--- src/design/atrs_pkg.sv ---
// Package: character and token types, response suffix table and suffix match function.
package atrs_pkg;

    localparam int WINDOW_CHARS_DEFAULT = 16;
    localparam int TAIL_CHARS           = 16;
    localparam int SUFFIX_COUNT         = 9;
    localparam int CHAR_BITS            = 7;

    typedef logic [CHAR_BITS-1:0] char_t;
    typedef char_t [TAIL_CHARS-1:0] tail_t;
    typedef logic [3:0] token_t;

    localparam token_t TOKEN_NONE      = 4'd0;
    localparam token_t TOKEN_READY     = 4'd1;
    localparam token_t TOKEN_CLOSED    = 4'd2;
    localparam token_t TOKEN_SEND_OK   = 4'd3;
    localparam token_t TOKEN_OK        = 4'd4;
    localparam token_t TOKEN_IPD       = 4'd5;
    localparam token_t TOKEN_BUSY      = 4'd6;
    localparam token_t TOKEN_GOT_IP    = 4'd7;
    localparam token_t TOKEN_CONNECTED = 4'd8;
    localparam token_t TOKEN_ERROR     = 4'd9;

    typedef struct packed {
        logic   accepted;
        token_t token;
    } result_t;

    localparam logic [8*TAIL_CHARS-1:0] SUFFIX_STR [SUFFIX_COUNT] = '{
        "ready",
        "CLOSED\r\n",
        "SEND OK\r\n",
        "OK\r\n",
        "+IPD,",
        "busy s...\r\n",
        "WIFI GOT IP\r\n",
        "WIFI CONNECTED\r\n",
        "ERROR\r\n"
    };

    localparam int SUFFIX_LEN [SUFFIX_COUNT] = '{5, 8, 9, 4, 5, 11, 13, 16, 7};

    // tail[0] is the newest character; lowest suffix index wins
    function automatic token_t match_token(tail_t tail);
        token_t tok;
        logic   hit;
        tok = TOKEN_NONE;
        for (int k = SUFFIX_COUNT - 1; k >= 0; k--)
        begin
            hit = 1'b1;
            for (int i = 0; i < TAIL_CHARS; i++)
            begin
                if (i < SUFFIX_LEN[k] && tail[i] != SUFFIX_STR[k][8*i +: CHAR_BITS])
                begin
                    hit = 1'b0;
                end
            end
            if (hit)
            begin
                tok = token_t'(k + 1);
            end
        end
        return tok;
    endfunction

endpackage

--- src/design/at_response_suffix_recognizer.sv ---
// Top level: modem response suffix recognizer with input and result registers.
//
// One received byte per input beat, one result beat per input beat, in order. The block
// takes a new byte every cycle while the result side keeps up; an accepted byte passes
// from the input register to the result register. The whole window shift and the parallel
// compare against all nine suffixes sit in the combinational logic between the input
// register and the result register. Bytes that are zero or have bit 7 set leave the window
// unchanged and return token 0 with accepted low.
module at_response_suffix_recognizer #(
    parameter int WINDOW_CHARS = atrs_pkg::WINDOW_CHARS_DEFAULT
) (
    input  logic       clk,
    input  logic       rst_n,
    input  logic       s_tvalid,
    output logic       s_tready,
    input  logic [7:0] s_tdata,   // [7:0] rx_byte
    output logic       m_tvalid,
    input  logic       m_tready,
    output logic [7:0] m_tdata    // [3:0] token, [4] accepted, [7:5] zero
);

    typedef atrs_pkg::char_t [WINDOW_CHARS-1:0] window_t;

    logic              in_valid_reg;
    logic [7:0]        in_byte_reg;
    logic              out_valid_reg;
    atrs_pkg::result_t result_reg;
    atrs_pkg::result_t result_next;
    window_t           window_reg;
    window_t           window_next;
    logic              advance;
    logic              pass;

    assign advance  = !out_valid_reg || m_tready;
    assign s_tready = !in_valid_reg || advance;
    assign pass     = (in_byte_reg != 8'd0) && !in_byte_reg[7];

    always_comb
    begin
        window_next = window_reg;
        if (pass)
        begin
            window_next = {window_reg[WINDOW_CHARS-2:0],
                           in_byte_reg[atrs_pkg::CHAR_BITS-1:0]};
        end
        result_next.accepted = pass;
        result_next.token    = pass
            ? atrs_pkg::match_token(window_next[atrs_pkg::TAIL_CHARS-1:0])
            : atrs_pkg::TOKEN_NONE;
    end

    always_ff @(posedge clk or negedge rst_n)
    begin
        if (!rst_n)
        begin
            in_valid_reg  <= 1'b0;
            out_valid_reg <= 1'b0;
            window_reg    <= '0;
        end
        else
        begin
            if (s_tready)
            begin
                in_valid_reg <= s_tvalid;
            end
            if (advance)
            begin
                out_valid_reg <= in_valid_reg;
            end
            if (in_valid_reg && advance)
            begin
                window_reg <= window_next;
            end
        end
    end

    always_ff @(posedge clk)
    begin
        if (s_tready && s_tvalid)
        begin
            in_byte_reg <= s_tdata;
        end
        if (in_valid_reg && advance)
        begin
            result_reg <= result_next;
        end
    end

    assign m_tvalid = out_valid_reg;
    assign m_tdata  = {3'b000, result_reg};

    a_token_needs_accept: assert property (@(posedge clk) disable iff (!rst_n)
        m_tvalid && (m_tdata[3:0] != atrs_pkg::TOKEN_NONE) |-> m_tdata[4])
        else $error("token reported for a dropped byte");

    a_token_range: assert property (@(posedge clk) disable iff (!rst_n)
        m_tvalid |-> (m_tdata[3:0] <= atrs_pkg::TOKEN_ERROR))
        else $error("token code out of range");

    a_drop_holds_window: assert property (@(posedge clk) disable iff (!rst_n)
        in_valid_reg && advance && !pass |=> $stable(window_reg))
        else $error("dropped byte changed the window");

    a_stall_source: assert property (@(posedge clk) disable iff (!rst_n)
        !s_tready |-> in_valid_reg && out_valid_reg && !m_tready)
        else $error("input stalled without a full pipeline");

endmodule
--- config.mk ---
export PLATFORM = sky130hd
export DESIGN_NAME = at_response_suffix_recognizer
export DESIGN_NICKNAME = d
export VERILOG_FILES = /design/src/design/atrs_pkg.sv /design/src/design/at_response_suffix_recognizer.sv
export SDC_FILE = /design/constraint.sdc
export NUM_CORES = 1
export LEC_CHECK = 0
export ABC_AREA = 1
export BUFFER_PORTS_ARGS = -buffer_cell sky130_fd_sc_hd__buf_2
export CAP_MARGIN = 20
export CORE_UTILIZATION = 40
export CTS_BUF_LIST = sky130_fd_sc_hd__clkbuf_8 sky130_fd_sc_hd__clkbuf_16
export DETAILED_ROUTE_END_ITERATION = 16
export PLACE_DENSITY_LB_ADDON = 0.05
export SLEW_MARGIN = 20
export SYNTH_ARGS = -nofsm -noshare
export SYNTH_HDL_FRONTEND = slang
export SYNTH_SLANG_ARGS = --single-unit
--- constraint.sdc ---
create_clock -name clk -period 2.8 [get_ports clk]
set_input_delay 0.56 -clock clk [delete_from_list [all_inputs] [get_ports clk]]
set_output_delay 0.56 -clock clk [all_outputs]
set_load 0.005 [all_outputs]
* Yosys cells after proc, flatten, opt, wreduce, memory -nomap -nowiden
Index checks and enable logic that the tools add are counted.
** Storage, ports and cells
- Bits in registers :: 127
- Input port bits :: 12
- Output and inout port bits :: 10
- Word-level logic and storage cells :: 166
** Cells by class
- Reductions and logical operators :: 12
- Bitwise gates (word level) :: 1
- Muxes and demuxes :: 72
- Equality and inequality tests :: 57
** Operators by type and width (number)
- inequality test 7 bit (second input constant) :: 47
- 2-to-1 mux 112 bit :: 1
- 2-to-1 mux 1 bit :: 63
- inequality test 7 x 6 -> 1 bit (second input constant) :: 9
- 2-to-1 mux 3 bit :: 4
- 2-to-1 mux 4 bit :: 2
- nonzero test 8 bit :: 1
- OR reduction 8 bit :: 1
- inequality test 7 x 4 -> 1 bit (second input constant) :: 1
- 2-to-1 mux 2 bit :: 2
- OR reduction 4 bit :: 1
- logical AND 1 bit :: 3
- logical NOT 1 bit :: 3
- logical OR 1 bit :: 2
- OR reduction 2 bit :: 1
- inverter 1 bit :: 1

* Logic depth before layout (Yosys ltp)
Gate-level depths: netlist (run 1).
- Word-level depth :: 28
- Depth in mapped cells :: 18
- Gate-level depth less buffers :: 17

* Worst setup path before layout (run 1)
OpenSTA, ideal clock, no wires.
- Path kind :: register to register
- Start point :: reg in_byte_reg[6]
- End point :: reg result_reg, in the netlist m_tdata[2] (data pin)
- Stages on the path, launching flop included :: 17
- Required time :: 2.551 ns
- Slack :: 0.607 ns
- Buffers on the path :: 2
- Period minus slack after synthesis :: 2.193 ns
- Arrival time :: 1.944 ns
- Cells stage by stage :: edfxtp_1 -> nor2_1 -> nand2_1 -> o21ai_4 -> buf_6 -> buf_4 -> nand2_1 -> o21ai_1 -> nand3_1 -> nor2_1 -> nand4_1 -> nor2_1 -> nand2_1 -> nand2_1 -> nor2_1 -> nand2_1 -> inv_1
** Between the ends
- Cells in the longest elaborated chain, start to end :: 25
- Elaborated cells between the ends (all ways) :: 121
- Those cells by class :: 54 x eq/ne; 63 x mux; 1 x bitwise; 3 x reduce/logical
** Ends and longest elaborated chain
- start: declaration :: RTL line at_response_suffix_recognizer.sv:25 : logic [7:0] in_byte_reg;
- start signal: assignment :: RTL line at_response_suffix_recognizer.sv:81 : in_byte_reg <= s_tdata;
- nonzero test 8 bit :: RTL line at_response_suffix_recognizer.sv:36 : assign pass = (in_byte_reg != 8'd0) && !in_byte_reg[7];
- logical AND 1 bit :: RTL line at_response_suffix_recognizer.sv:36
- 2-to-1 mux 112 bit :: RTL line at_response_suffix_recognizer.sv:41 : if (pass)
- inequality test 7 x 4 -> 1 bit :: RTL line atrs_pkg.sv:53 : if (i < SUFFIX_LEN[k] && tail[i] != SUFFIX_STR[k][8*i +: CHAR_BITS])
- 2-to-1 mux 1 bit (16 in series) :: RTL line atrs_pkg.sv:53
- 2-to-1 mux 4 bit :: RTL line atrs_pkg.sv:58 : if (hit)
- 2-to-1 mux 3 bit (4 in series) :: RTL line atrs_pkg.sv:58
- end signal: assignment :: RTL line at_response_suffix_recognizer.sv:85 : result_reg <= result_next;
- end: declaration :: RTL line at_response_suffix_recognizer.sv:27 : atrs_pkg::result_t result_reg;
Parallel ways exist; a longest one is shown, timed or not.
A chain may end at the register's enable or synchronous reset.

* Worst setup path in the final report (run 1)
- Start point :: reg in_byte_reg[4]
- End point :: reg result_reg, in the netlist m_tdata[2] (data pin)
Same word-level chain as after synthesis.

==> results of run 1 <==
[cell families after synthesis]
logic type / after synthesis / synth area share (%)
AND/OR/NAND/NOR: 672 / 36.4
AO/OA/AOI/OAI: 170 / 11.6
buffers and inverters: 166 / 9.17
other: 1 / 0.0494
multiplexers: 1 / 0.132
flip-flops: 127 / 42.7
[final cells by class]
cell class              count  area [µm²]  area share [%]
multi-input cells         846        3780            41.2
well taps                 234         293            3.18
clock buffers              18         450            4.90
clock inverters            14         180            1.96
inverters                 106         398            4.33
flip-flops and latches    127        3240            35.3
repair buffers             76         846            9.20
[per-layer routing]
layer / vias up / track usage, %
met1: 3455 / 33.7
li1: 3722 / -
met4: 0 / 8.04
met2: 160 / 38.9
met3: 28 / 4.16
met5: - / 0
[power groups by stage]
| stage | Combinational [mW] | Clock [mW] | Sequential, mW |
|---|---|---|---|
| 2_1_floorplan | 2.08 | 0 | 2.98 |
| 3_3_place_gp | 2.94 | 0 | 3.16 |
| 3_5_place_dp | 2.96 | 0 | 3.14 |
| 4_1_cts | 2.98 | 2.44 | 3.13 |
| 5_1_grt | 3.65 | 2.51 | 3.25 |
| 6_report | 3.22 | 2.40 | 3.15 |
[worst max path at each step]
stage / from / to / cells past startpoint
floorplan: in_byte_reg[6]$_DFFE_PP_ / m_tdata[2]$_SDFFCE_PP0P_ / 16
global route: in_byte_reg[1]$_DFFE_PP_ / m_tdata[1]$_SDFFCE_PP0P_ / 17
finish: in_byte_reg[4]$_DFFE_PP_ / m_tdata[2]$_SDFFCE_PP0P_ / 14
CTS: in_byte_reg[6]$_DFFE_PP_ / m_tdata[0]$_SDFFCE_PP0P_ / 15
global placement: in_byte_reg[6]$_DFFE_PP_ / m_tdata[0]$_SDFFCE_PP0P_ / 15
detailed placement: in_byte_reg[2]$_DFFE_PP_ / m_tdata[0]$_SDFFCE_PP0P_ / 15
[metrics by stage]
step / std cells / power, mW / setup slack (ns)
2_1_floorplan: 1139 / 5.06 / 0.607
3_3_place_gp: 1364 / 6.10 / 0.0138
3_5_place_dp: 1364 / 6.11 / 0.0502
4_1_cts: 1396 / 8.55 / 0.0423
5_1_grt: 1421 / 9.41 / -0.0410
6_report: 1421 / 8.76 / 0.167
[layout by cell type, fill, tap and decap left out, types with 4 or more instances in the layout]
master and n:
sky130_fd_sc_hd__nand3_1 92, sky130_fd_sc_hd__clkbuf_16 26, sky130_fd_sc_hd__a21oi_1 4, sky130_fd_sc_hd__o21ai_2 6, sky130_fd_sc_hd__buf_4 36, sky130_fd_sc_hd__clkinv_4 5, sky130_fd_sc_hd__nand4_1 21, sky130_fd_sc_hd__buf_12 12
sky130_fd_sc_hd__nor2_1 127, sky130_fd_sc_hd__nand2_2 20, sky130_fd_sc_hd__buf_2 17, sky130_fd_sc_hd__nor3_1 6, sky130_fd_sc_hd__nand2_1 376, sky130_fd_sc_hd__inv_1 103, sky130_fd_sc_hd__o21ai_0 127, sky130_fd_sc_hd__o21ai_1 18
sky130_fd_sc_hd__nor2_2 6, sky130_fd_sc_hd__edfxtp_1 13, sky130_fd_sc_hd__dfrtp_1 114, sky130_fd_sc_hd__or2_2 4, sky130_fd_sc_hd__a31oi_1 12, sky130_fd_sc_hd__nand3b_1 9
[critical path, cell delays in order (launching register included)]
cell and delay, ns:
sky130_fd_sc_hd__edfxtp_1 0.39, sky130_fd_sc_hd__nor2_1 0.14, sky130_fd_sc_hd__nand2_2 0.09, sky130_fd_sc_hd__o21ai_4 0.22, sky130_fd_sc_hd__buf_12 0.17, sky130_fd_sc_hd__buf_4 0.13, sky130_fd_sc_hd__clkbuf_16 0.15, sky130_fd_sc_hd__o21ai_1 0.13
sky130_fd_sc_hd__or2_0 0.25, sky130_fd_sc_hd__nor2_1 0.21, sky130_fd_sc_hd__nand4_1 0.14, sky130_fd_sc_hd__o21ai_2 0.21, sky130_fd_sc_hd__nor2_1 0.07, sky130_fd_sc_hd__nand2_1 0.06, sky130_fd_sc_hd__inv_1 0.03
[repair_timing]
item	in CTS	in global routing
resized for setup	0	53
buffers inserted	0	17
hold buffers	0	0
endpoints found under the setup margin	0	4
hold endpoints to repair	0	0
==> impl_metrics.py, run 1 <==
metrics = {
    "drt": {
        "wl_met3_um": 996,
        "top_signal_layer_used": "met4",
        "wl_met2_um": 11100,
        "vias_per_cell": 5.18,
        "drt-wirelength-per-cell_um": 16.8,
        "detail-route-antenna-nets": 0,
        "drt_met1_wl_um": 11300,
        "drt-total-wl_um": 23800,
        "remaining_drc_errors": 0,
        "firstDrtPassIters": 5,
        "initialDrtViolationCount": 605,
        "num_vias": 7365,
    },
    "power_and_ir_drop": {
        "power.share.combinational_pct": 36.7,
        "p_leak_nw": 4.33,
        "vdd.ir_drop.worst_uv": 436,
        "power.net_switching_mw": 3.57,
        "power-per-cell-area_mw_per_mm2": 953,
        "power.sequential.fraction_pct": 35.9,
        "switching_share_pct": 40.7,
        "intPower_mw": 5.20,
        "share_clk_of_total_power_pct": 27.3,
    },
    "floorplan": {
        "boundaryPins": 22,
        "core.rowCount": 50,
        "initial_utilization_pct": 40.7,
        "floorplan.die.height_um": 140,
        "floorplan.die_area_mm2": 0.0195,
        "core_mm2": 0.0186,
        "chipWidth_um": 140,
    },
    "cts": {
        "clock_tree.buffer_depth": 2,
        "cts.sinks": 127,
        "clockRootBuffer": "sky130_fd_sc_hd__clkbuf_16",
        "cts_tree": "built",
        "clkLatencyLatePin_ns": 0.43,
        "clk_pin_slew_worst_paths_ns": 0.06,
        "cts_buffers": 17,
        "ctsHtreeMaxLevel": 4,
    },
    "placement": {
        "placed_cell_areas_mm2": 0.00807,
        "hpwlAfterDp_um": 15800,
        "input_output_buffers": 18,
        "gp_congestion": 0.928,
    },
    "yosys": {
        "yosys-top-cells-area": "sky130_fd_sc_hd__dfrtp_1 (38%), sky130_fd_sc_hd__nand2_1 (20%), sky130_fd_sc_hd__o21ai_0 (9.2%)",
        "seq_total_area_yosys_pct": 42.7,
        "post_synth_most_frequent_cells": "sky130_fd_sc_hd__nand2_1 (396), sky130_fd_sc_hd__o21ai_0 (140), sky130_fd_sc_hd__nor2_1 (135), sky130_fd_sc_hd__dfrtp_1 (114), sky130_fd_sc_hd__inv_1 (104)",
        "synth_warnings": 0,
        "synthDominantAreaCellType": "sky130_fd_sc_hd__dfrtp_1",
        "synth-seq-cells": 127,
        "syn_inst": 1137,
        "number_of_enable_flip_flop_cells_after_synthesis": 13,
        "avg_cell_area_syn_um2": 6.68,
        "most_common_cell_in_the_netlist": "sky130_fd_sc_hd__nand2_1",
        "synth_top_area_share_pct": 37.6,
        "syn_area_mm2": 0.00760,
        "synthDistinctLibCells": 31,
        "synth_ff_type": "sky130_fd_sc_hd__dfrtp_1",
        "fraction_of_registers_with_async_set_reset_pct": 89.8,
    },
    "sta": {
        "max_freq_ghz": 0.380,
        "setup_viol_count_final": 0,
        "whs_ns": 0.141,
        "setup_tns_ns": 0,
        "max_slew.worst_pin.slew_ns": 0.673,
        "final-max-slew-violation-count": 0,
        "maxSlewHeadroom_pct": 55.2,
        "hold_violations": 0,
        "skew_ns": 0.0118,
        "post-route-min-period_ns": 2.63,
        "fraction_of_the_cycle_the_final_worst_path_needs_pct": 94.0,
    },
    "global_route": {
        "grt_pass1_vias": 6882,
        "overflow": 0,
        "grt_first_pass_wirelength_um": 37200,
        "grt_antenna_before_repair": 0,
        "grt_util_all_layers_pct": 24.4,
        "grt_start_max_net_pins": 158,
    },
    "cells_and_area": {
        "post-route-util_pct": 49.3,
        "post-route-cell-area_mm2": 0.00920,
        "antennaDiodeCount": 0,
        "n_fill_cell": 1886,
        "areaGrowthSynthToFinish_pct": 21.1,
        "finish.net_count": 1186,
        "drive_above_1_share_pct": 13.0,
        "flip_flop_count_of_the_largest_register_all_copies_and_words_added": 112,
    },
    "worst_setup_path": {
        "worstSetupPathType": "flip-flop to flip-flop",
        "crit_path_start_kind": "flip-flop",
        "rr_startpoint": "in_byte_reg[4]$_DFFE_PP_",
        "critical_path_arrival_ns": 2.82,
        "rr_worst_depth": 14,
        "ff2ff_setup_slack_ns": 0.17,
        "cp.required_ns": 2.99,
        "path_max_fanout": 12,
        "worstSetupEndpointType": "flip-flop",
        "r2r_end": "m_tdata[2]$_SDFFCE_PP0P_",
    },
    "status": {
        "run_status": "finished, final reports clean",
    },
    "min_path": {
        "hold_class": "input port to asynchronous set/reset pin",
    },
    "flow_run": {
        "max_cap_violations": 0,
    },
}
(Power assumes the default switching activity.)
==> run 2: changes to the inputs <==
Clock period 2.8 ns to 2.1 ns, I/O delays scaled along.
==> run 2 against run 1 <==
Against the previous run: the flow now finishes with violations (setup timing); global-route usage grew 1.1 points; total power grew 43%; cell count grew 9.9%; register-to-register slack lost 0.61 ns; critical path type unchanged; clock-buffer cell count is the same.
==> impl_metrics.py, run 2 (synthesis results as in run 1) <==
metrics = {
    "cells_and_area": {
        "finish.cell_count_without_fillers": 1562,
        "areaGrowthSynthToFinish_pct": 35.7,
        "layout.cells.most_common_list": "sky130_fd_sc_hd__nand2_1 (372), sky130_fd_sc_hd__buf_4 (175), sky130_fd_sc_hd__o21ai_0 (124)",
        "layout_commonest_cell": "sky130_fd_sc_hd__nand2_1",
        "multi_input_comb_area_mm2": 0.00392,
        "area_taken_by_flip_flops_and_latches_mm2": 0.00324,
        "n_fill_cell": 1835,
        "antennaDiodeCount": 0,
        "drive_above_1_share_pct": 24.9,
        "flip_flop_count_of_the_largest_register_all_copies_and_words_added": 112,
        "finish.net_count": 1327,
        "post-route-cell-area_mm2": 0.0103,
    },
    "worst_setup_path": {
        "rr_startpoint": "in_byte_reg[5]$_DFFE_PP_",
        "crit_path_end": "m_tdata[0]$_SDFFCE_PP0P_",
        "rr_worst_depth": 18,
        "worstSetupPathType": "flip-flop to flip-flop",
        "critical_path_arrival_ns": 2.73,
        "crit_path_start_kind": "flip-flop",
        "worst_setup_path_startpoint": "in_byte_reg[5]$_DFFE_PP_",
        "cp.required_ns": 2.28,
        "r2r_end": "m_tdata[0]$_SDFFCE_PP0P_",
        "worstSetupEndpointType": "flip-flop",
        "ff2ff_setup_slack_ns": -0.45,
        "path_max_fanout": 11,
    },
    "sta": {
        "setup_viol_count_final": 4,
        "grt_setup_unrepaired": "true",
        "fraction_of_the_cycle_the_final_worst_path_needs_pct": 121,
        "final-max-slew-violation-count": 0,
        "max_freq_ghz": 0.393,
        "whs_ns": 0.165,
        "fin_ws_ns": -0.446,
        "skew_ns": 0.0101,
        "hold_violations": 0,
        "post-route-min-period_ns": 2.55,
    },
    "global_route": {
        "grt_util_all_layers_pct": 25.6,
        "overflow": 0,
        "grt_pass1_vias": 7496,
        "grt_start_max_net_pins": 77,
        "grt_first_pass_wirelength_um": 38800,
        "grt_antenna_before_repair": 0,
    },
    "drt": {
        "initialDrtViolationCount": 598,
        "drt-total-wl_um": 23700,
        "remaining_drc_errors": 0,
        "num_vias": 7778,
        "drt-wirelength-per-cell_um": 15.1,
        "vias_per_cell": 4.98,
        "detail-route-antenna-nets": 0,
        "firstDrtPassIters": 5,
    },
    "status": {
        "failing_checks": "setup timing",
        "run_status": "finished with violations",
    },
    "cts": {
        "ctsHtreeMaxLevel": 4,
        "clockRootBuffer": "sky130_fd_sc_hd__clkbuf_16",
        "clkLatencyLatePin_ns": 0.43,
        "cts_buffers": 17,
        "cts.sinks": 127,
        "cts_tree": "built",
        "clk_pin_slew_worst_paths_ns": 0.06,
        "clock_tree.buffer_depth": 2,
    },
    "flow_run": {
        "max_cap_violations": 0,
    },
    "placement": {
        "hpwlAfterDp_um": 16700,
        "gp_congestion": 0.944,
        "input_output_buffers": 18,
        "placed_cell_areas_mm2": 0.00926,
        "numPlacedInstances": 1518,
        "placement.setup.worst_slack_ns": -0.692,
    },
    "floorplan": {
        "core.rowCount": 50,
        "boundaryPins": 22,
        "floorplan.die_area_mm2": 0.0195,
        "initial_utilization_pct": 40.7,
        "floorplan.die.height_um": 140,
        "chipWidth_um": 140,
        "core_mm2": 0.0186,
    },
    "power_and_ir_drop": {
        "power.share.combinational_pct": 43.9,
        "power.net_switching_mw": 4.91,
        "vdd.ir_drop.worst_uv": 581,
        "share_clk_of_total_power_pct": 22.6,
        "intPower_mw": 7.59,
        "power.sequential.fraction_pct": 33.5,
        "power-per-cell-area_mw_per_mm2": 1210,
        "p_leak_nw": 4.99,
        "switching_share_pct": 39.3,
    },
    "min_path": {
        "timing.hold.worst_path_depth": 1,
        "hold_class": "input port to flip-flop",
    },
}
[run 2: cell count changes in the layout (fill, tap and decap cells not counted), sizes merged]
cell,delta
clkinvlp,+3
buf,+144
dlygate4sd3,+1
clkinv,+1
inv,-2
bufbuf,+3
clkbuf,-7
bufinv,-2
[run 2: how the worst min path moves through the flow]
stage	start	endpoint	slack (ns)
global route	s_tdata[7]	in_byte_reg[7]$_DFFE_PP_	0.15
detailed placement	rst_n	window_reg[100]$_DFFE_PN0P_	0.37
global placement	rst_n	window_reg[100]$_DFFE_PN0P_	0.37
floorplan	rst_n	in_valid_reg$_DFFE_PN0N_	0.12
finish	s_tdata[0]	in_byte_reg[0]$_DFFE_PP_	0.17
CTS	s_tdata[0]	in_byte_reg[0]$_DFFE_PP_	0.15
[run 2: final cells by class]
class	count	area share [%]
clock buffer	18	4.26
timing repair buffer	217	18.4
multi-input combinational	846	38.0
tap	234	2.84
clock inverter	14	1.15
sequential	127	31.5
inverter	106	3.88
[run 2: power groups by stage]
stage / Clock [mW] / Sequential (mW) / Combinational [mW]
2_1_floorplan: 0 / 3.98 / 2.82
3_3_place_gp: 0 / 4.20 / 5.10
3_5_place_dp: 0 / 4.19 / 5.15
4_1_cts: 2.89 / 4.17 / 5.36
5_1_grt: 2.98 / 4.31 / 6.18
6_report: 2.82 / 4.19 / 5.49
[run 2: metal layers]
| layer | wire length (µm) | track usage, % |
|---|---|---|
| met5 | 0 | 0 |
| met4 | 403 | 7.69 |
| met3 | 939 | 4.58 |
| met2 | 11300 | 43.0 |
| met1 | 11100 | 33.4 |
[run 2: metrics by stage]
stage	utilization (%)	setup TNS (ns)	total power [mW]
4_1_cts	54.4	-1.65	12.4
3_5_place_dp	49.7	-2.38	9.33
3_3_place_gp	49.7	-2.14	9.30
2_1_floorplan	-	-0.0919	6.79
5_1_grt	55.3	-2.45	13.5
6_report	55.3	-1.72	12.5
[run 2: repair_timing]
item | in CTS | in global routing
pin swaps | 8 | 21
resized for setup | 43 | 52
cloned | 4 | 1
hold buffers | 1 | 0
endpoints found under the setup margin | 4 | 6
endpoints found under the hold margin | 24 | 0
setup buffers | 4 | 3
[run 2: critical path, cell delays in order (launching register included)]
cell and delay (ns):
sky130_fd_sc_hd__edfxtp_1 0.38, sky130_fd_sc_hd__nor2_1 0.11, sky130_fd_sc_hd__nand2_1 0.11, sky130_fd_sc_hd__o21ai_4 0.18, sky130_fd_sc_hd__buf_12 0.14, sky130_fd_sc_hd__buf_12 0.15
sky130_fd_sc_hd__buf_12 0.11, sky130_fd_sc_hd__clkbuf_16 0.15, sky130_fd_sc_hd__nand2_1 0.05, sky130_fd_sc_hd__o21ai_0 0.16, sky130_fd_sc_hd__nor2_1 0.11, sky130_fd_sc_hd__nand3_1 0.08
sky130_fd_sc_hd__nor2_1 0.04, sky130_fd_sc_hd__nand2_1 0.10, sky130_fd_sc_hd__nor2_1 0.05, sky130_fd_sc_hd__nand2_1 0.10, sky130_fd_sc_hd__nand4_1 0.10, sky130_fd_sc_hd__nor2_2 0.12
sky130_fd_sc_hd__nor2_1 0.05
